### config.mk
export PLATFORM = sky130hd
export DESIGN_NAME = qvr_isqrt
export DESIGN_NICKNAME = d
export VERILOG_FILES = /design/src/rtl/core/quaternion_vector_rotate_unit_assert.svh /design/src/rtl/core/qvr_pkg.sv /design/src/rtl/core/qvr_isqrt.sv
export SDC_FILE = /design/constraint.sdc
export NUM_CORES = 2
export LEC_CHECK = 0
export BUFFER_PORTS_ARGS = -buffer_cell sky130_fd_sc_hd__buf_2
export CORE_MARGIN = 2
export CORE_UTILIZATION = 70
export CTS_BUF_LIST = sky130_fd_sc_hd__clkbuf_4
export CTS_CLUSTER_SIZE = 30
export DETAILED_ROUTE_END_ITERATION = 7
export GPL_TIMING_DRIVEN = 0
export HOLD_SLACK_MARGIN = 0.03
export PLACE_DENSITY = 0.87
export SYNTH_ARGS = -nofsm -noshare
export SYNTH_HDL_FRONTEND = slang
export SYNTH_SLANG_ARGS = --single-unit
### constraint.sdc
create_clock -name clk -period 14 [get_ports clk]
set_clock_uncertainty 0.2 [all_clocks]
set_input_delay 4.2 -clock clk [delete_from_list [all_inputs] [get_ports clk]]
set_output_delay 4.2 -clock clk [all_outputs]
set_load 0.02 [all_outputs]
### src/rtl/core/quaternion_vector_rotate_unit_assert.svh
// Assertion macros for the quaternion vector rotation unit.
`ifndef QUATERNION_VECTOR_ROTATE_UNIT_ASSERT_SVH
`define QUATERNION_VECTOR_ROTATE_UNIT_ASSERT_SVH

// Same-cycle implication, disabled while reset is asserted.
`define QVR_ASSERT_IMPL(name, clk_i, rstn_i, ante, cons) \
	name: assert property (@(posedge clk_i) disable iff (!rstn_i) (ante) |-> (cons)) \
		else $error("quaternion rotate unit: same-cycle check failed");

// Next-cycle implication, disabled while reset is asserted.
`define QVR_ASSERT_NEXT(name, clk_i, rstn_i, ante, cons) \
	name: assert property (@(posedge clk_i) disable iff (!rstn_i) (ante) |=> (cons)) \
		else $error("quaternion rotate unit: next-cycle check failed");

`endif

### src/rtl/core/qvr_pkg.sv
// Shared constants and types of the quaternion vector rotation unit.
package qvr_pkg;

	localparam int DATA_W       = 32;
	localparam int MAG_W        = 31;
	localparam int NORM_W       = 31;
	localparam int SQ2_W        = 63;
	localparam int ROOT_W       = 32;
	localparam int NUM_W        = 61;
	localparam int QUO_W        = 31;
	localparam int T_W          = 35;
	localparam int RES_W        = 34;
	localparam int UNIT_FRAC    = 30;
	localparam int ISQRT_STAGES = 32;
	localparam int DIV_STAGES   = 31;

	localparam logic [MAG_W-1:0] MIN_MAG_RESET = 31'd1;

	typedef logic signed [DATA_W-1:0] word_t;
	typedef logic [3:0][NORM_W-1:0] norm4_t;

	typedef struct packed {
		logic            reject;
		logic [3:0]      qneg;
		word_t [2:0]     vec;
	} side_t;

endpackage

### src/rtl/core/qvr_isqrt.sv
// Pipelined integer square root, one result bit per stage.
module qvr_isqrt (
	input  logic                         clk,
	input  logic                         adv,
	input  logic [qvr_pkg::SQ2_W-1:0]    radicand,
	output logic [qvr_pkg::ROOT_W-1:0]   root
);
	import qvr_pkg::*;

	localparam int RW = SQ2_W + 1;

	logic [RW-1:0] n_s    [ISQRT_STAGES];
	logic [RW-1:0] root_s [ISQRT_STAGES];

	for (genvar k = 0; k < ISQRT_STAGES; k++) begin : g_stage
		logic [RW-1:0] n_in;
		logic [RW-1:0] r_in;
		logic [RW-1:0] bitv;
		logic [RW-1:0] trial;

		if (k == 0) begin : g_first
			assign n_in = {1'b0, radicand};
			assign r_in = '0;
		end else begin : g_next
			assign n_in = n_s[k-1];
			assign r_in = root_s[k-1];
		end

		assign bitv  = RW'(1) << (2 * (ISQRT_STAGES - 1 - k));
		assign trial = r_in + bitv;

		always_ff @(posedge clk) begin
			if (adv) begin
				if (n_in >= trial) begin
					n_s[k]    <= n_in - trial;
					root_s[k] <= (r_in >> 1) + bitv;
				end else begin
					n_s[k]    <= n_in;
					root_s[k] <= r_in >> 1;
				end
			end
		end
	end

	assign root = root_s[ISQRT_STAGES-1][ROOT_W-1:0];

endmodule

==> results.yml <==
status:
  outcome: "complete, no violations"
placed_design:
  cell_area_placed_um2: 125800
  gp_congestion: 0.9880
  numPortBuffers: 95
  dp.cells: 12280
  post-dp-hpwl_um: 258500
  post-place-ws_ps: 4051
route:
  number_of_iterations_in_the_first_detailed_routing_pass: 8
  via_count: 90940
  dr.first_iter.drc_count: 14370
  routed_wirelength_um: 372700
  wl_per_cell_um: 27.88
  drtAntennaViolNets: 0
  detail_route.vias_per_cell: 6.804
  drc: 0
cells_and_area:
  number_of_fill_cells_in_the_layout: 10030
  layout.cells.most_common: "sky130_fd_sc_hd__edfxtp_1"
  syn_to_final_growth_pct: 9.785
  final_cell_area_um2: 133700
  most-common-layout-cells: "2512 x sky130_fd_sc_hd__edfxtp_1, 907 x sky130_fd_sc_hd__clkbuf_4, 742 x sky130_fd_sc_hd__nand2_1"
  drive_gt1_share_pct: 11.16
  fin_util_pct: 77.15
  finish.net_count: 11200
  fin_cells: 13370
floorplanning:
  die_x_um: 421.0
  initial_standard_cell_utilization_of_the_core_pct: 70.27
  pin_count: 97
  dieHeight_um: 421.0
  die-area_um2: 177300
  placement_rows: 153
  fp.coreArea_um2: 173200
grt:
  antenna_found_initial: 21
  first_global_vias: 87450
  grt.busiest_layer: "met2"
  grt_start_max_net_pins: 79
  grt_pass1_wl_um: 549500
  globalRouteMet2Util_pct: 60.86
  globalRouteOverflowTotal: 0
  grt_util_met1_pct: 55.65
  global_route.usage.met3_pct: 12.28
  globalRouteTotalUtil_pct: 41.53
critical_path:
  cp.required_ps: 15010
  timing.critical_path.fanout_max: 10
  cp-start-kind: "input pin"
  r2r_slack_ps: 8560
  critPathKind: "in2reg"
  timing.reg2reg.worst_path_depth: 13
  worst_r2r_startpoint: "root_s[1][545]$_DFFE_PP_"
  critPathSlowestCell: "sky130_fd_sc_hd__inv_1"
  cp-end-kind: "flop"
  slowest_delay_ps: 770
  crit_buf_inv: 9
  cp_cell_sequence: "clkbuf_2, inv_1, clkbuf_2, buf_12, clkbuf_2, buf_12, nor2_1, o41ai_1, nor3_1, nand2_1, nor2_1, buf_2, buf_1, clkbuf_1, o21ai_0"
  worst-endpoint-arrival_ps: 9620
  rr_endpoint: "n_s[1][625]$_DFFE_PP_"
  crit_top_cell: "sky130_fd_sc_hd__clkbuf_2"
  worst_path_dominant_cell_family: "buffers and inverters"
clocking:
  h-tree-depth: 6
  tritoncts: "yes"
  cts.reportedPaths.clkPinSlew_ps: 70
  post_cts_resize_count: 0
  clock_sinks: 2512
  cts-hold-fix-buffers: 0
  clock_tree.buffer_depth: 4
  cts_root_buffer: "sky130_fd_sc_hd__clkbuf_4"
  clkLatencyLatePin_ps: 1500
  post_cts.repair.setup_buffers: 0
  tritoncts_buffers: 623
power:
  power.ir.vdd_worst_v: 0.0001336
  power_density_nw_per_um2: 163.4
  power.leakage_nw: 50.89
  report.power.total_mw: 21.85
synthesis:
  synth_top_area_cell: "sky130_fd_sc_hd__edfxtp_1"
  ys_seq_elements: 2512
  synth.lib_cells_used.distinct: 85
  largest_cells_by_area_after_synthesis: "sky130_fd_sc_hd__edfxtp_1 62%, sky130_fd_sc_hd__ha_1 5.7%, sky130_fd_sc_hd__xor2_1 3.2%"
  async_s_r_ff_share_synth_pct: 0
  yosys.area_share.simple_pct: 12.72
  synth_compound_gate_area_share_pct: 9.822
  syn-num-nets: 10460
  post_synth_edffs: 2512
  syn-instance-count: 9838
  yosys.area.top_type_share_pct: 61.96
  adder_cell_fraction_of_synth_area_pct: 5.714
  synth_top_flop_cell: "sky130_fd_sc_hd__edfxtp_1"
  synth_warnings: 0
  synth_top_family_by_area: "simple AND/OR/NAND/NOR gates"
  synth.area.mux_share_pct: 0.5817
  seq_area_frac_synth_pct: 61.96
  netlist_area_um2: 121700
  avgSynthCellArea_um2: 12.37
  synth_xor_area_share_pct: 6.352
sta:
  setup_viol: 0
  worst_slack_ps: 5385
  timing.setup.tns_ps: 0
  final_max_tran_viols: 0
  timing_hold_violations_final: 0
  rsz_0062_raised_after_global_routing: "false"
  slew_headroom_pct: 6.253
  holdWs_ps: 165.1
  tightestPinTransition_ps: 1406
  maxClockFrequency_ghz: 0.1161
  period_share_pct: 61.53
  min_period_ps: 8615
hold_path:
  worstHoldEndpoint: "n_s[0][904]$_DFFE_PP_"
  min-delay-start: "n_s[0][840]$_DFFE_PP_"
  hold-path-cell-count: 0
  hp-class: "reg2reg"
flow_run:
  drv_cap: 0
## logic make-up after synthesis
logic type,count (synthesis)
xor gates and xnor gates,883
and+or+nand+nor,2979
muxes,64
adders and majority gates,556
buffers and inverters,921
DFF,2512
AOI/OAI and AO/OA,1923
## registers in the layout, indices dropped and copies added, names as in the netlist
register and count:
n_s 1984, root_s 528
## worst max-delay path by stage
stage                     startpoint               endpoint  slack, ps  depth (start not counted)
after floorplan                  adv  n_s[1][640]$_DFFE_PP_       5810                          4
after global placement           adv  n_s[1][671]$_DFFE_PP_        880                         13
after detailed placement         adv  n_s[1][671]$_DFFE_PP_       4050                         15
after CTS                        adv  n_s[1][671]$_DFFE_PP_       5630                         15
after global routing             adv  n_s[1][671]$_DFFE_PP_       5470                         15
final                            adv  n_s[1][671]$_DFFE_PP_       5390                         15
## synth_stat cells, drive strengths merged (47+ instances only)
library cell / n
xor2: 450
ha: 556
clkbuf: 207
nand2: 742
nand2b: 117
o21ai: 574
nor2b: 71
or4: 80
a211oi: 71
xnor2: 433
nor4: 374
o21a: 92
a21o: 243
o31ai: 51
edfxtp: 2512
nand4: 160
nor4b: 58
nor3: 277
and3: 47
inv: 694
nor2: 551
o21bai: 49
or3: 94
a21oi: 526
mux2: 54
nand3: 163
## per-layer routing
metal | wire length, um | part of all wire [%]
met1 | 135600 | 36
met2 | 161300 | 43
met3 | 50670 | 14
met4 | 25060 | 6.7
met5 | 105 | 0.028
## layout make-up
cell class	instances	area, um^2	share of cell area, %
clock inverter	185	1186	0.8875
inverter	694	2605	1.949
antenna	22	55.05	0.04119
tap	2325	2909	2.176
clock buffer	876	6576	4.920
multi-input combinational	6405	42850	32.06
buffer	227	984.7	0.7367
timing repair buffer	119	1055	0.7892
sequential	2512	75430	56.44
## where the power goes
| part | total, mW | internal, mW | switching [mW] |
|---|---|---|---|
| logic | 4.98 | 1.82 | 3.16 |
| registers | 10.5 | 9.54 | 0.987 |
| clock network | 6.34 | 3.18 | 3.16 |
| total | 21.8 | 14.5 | 7.30 |
Note: power is estimated with default switching activity, not from simulation.
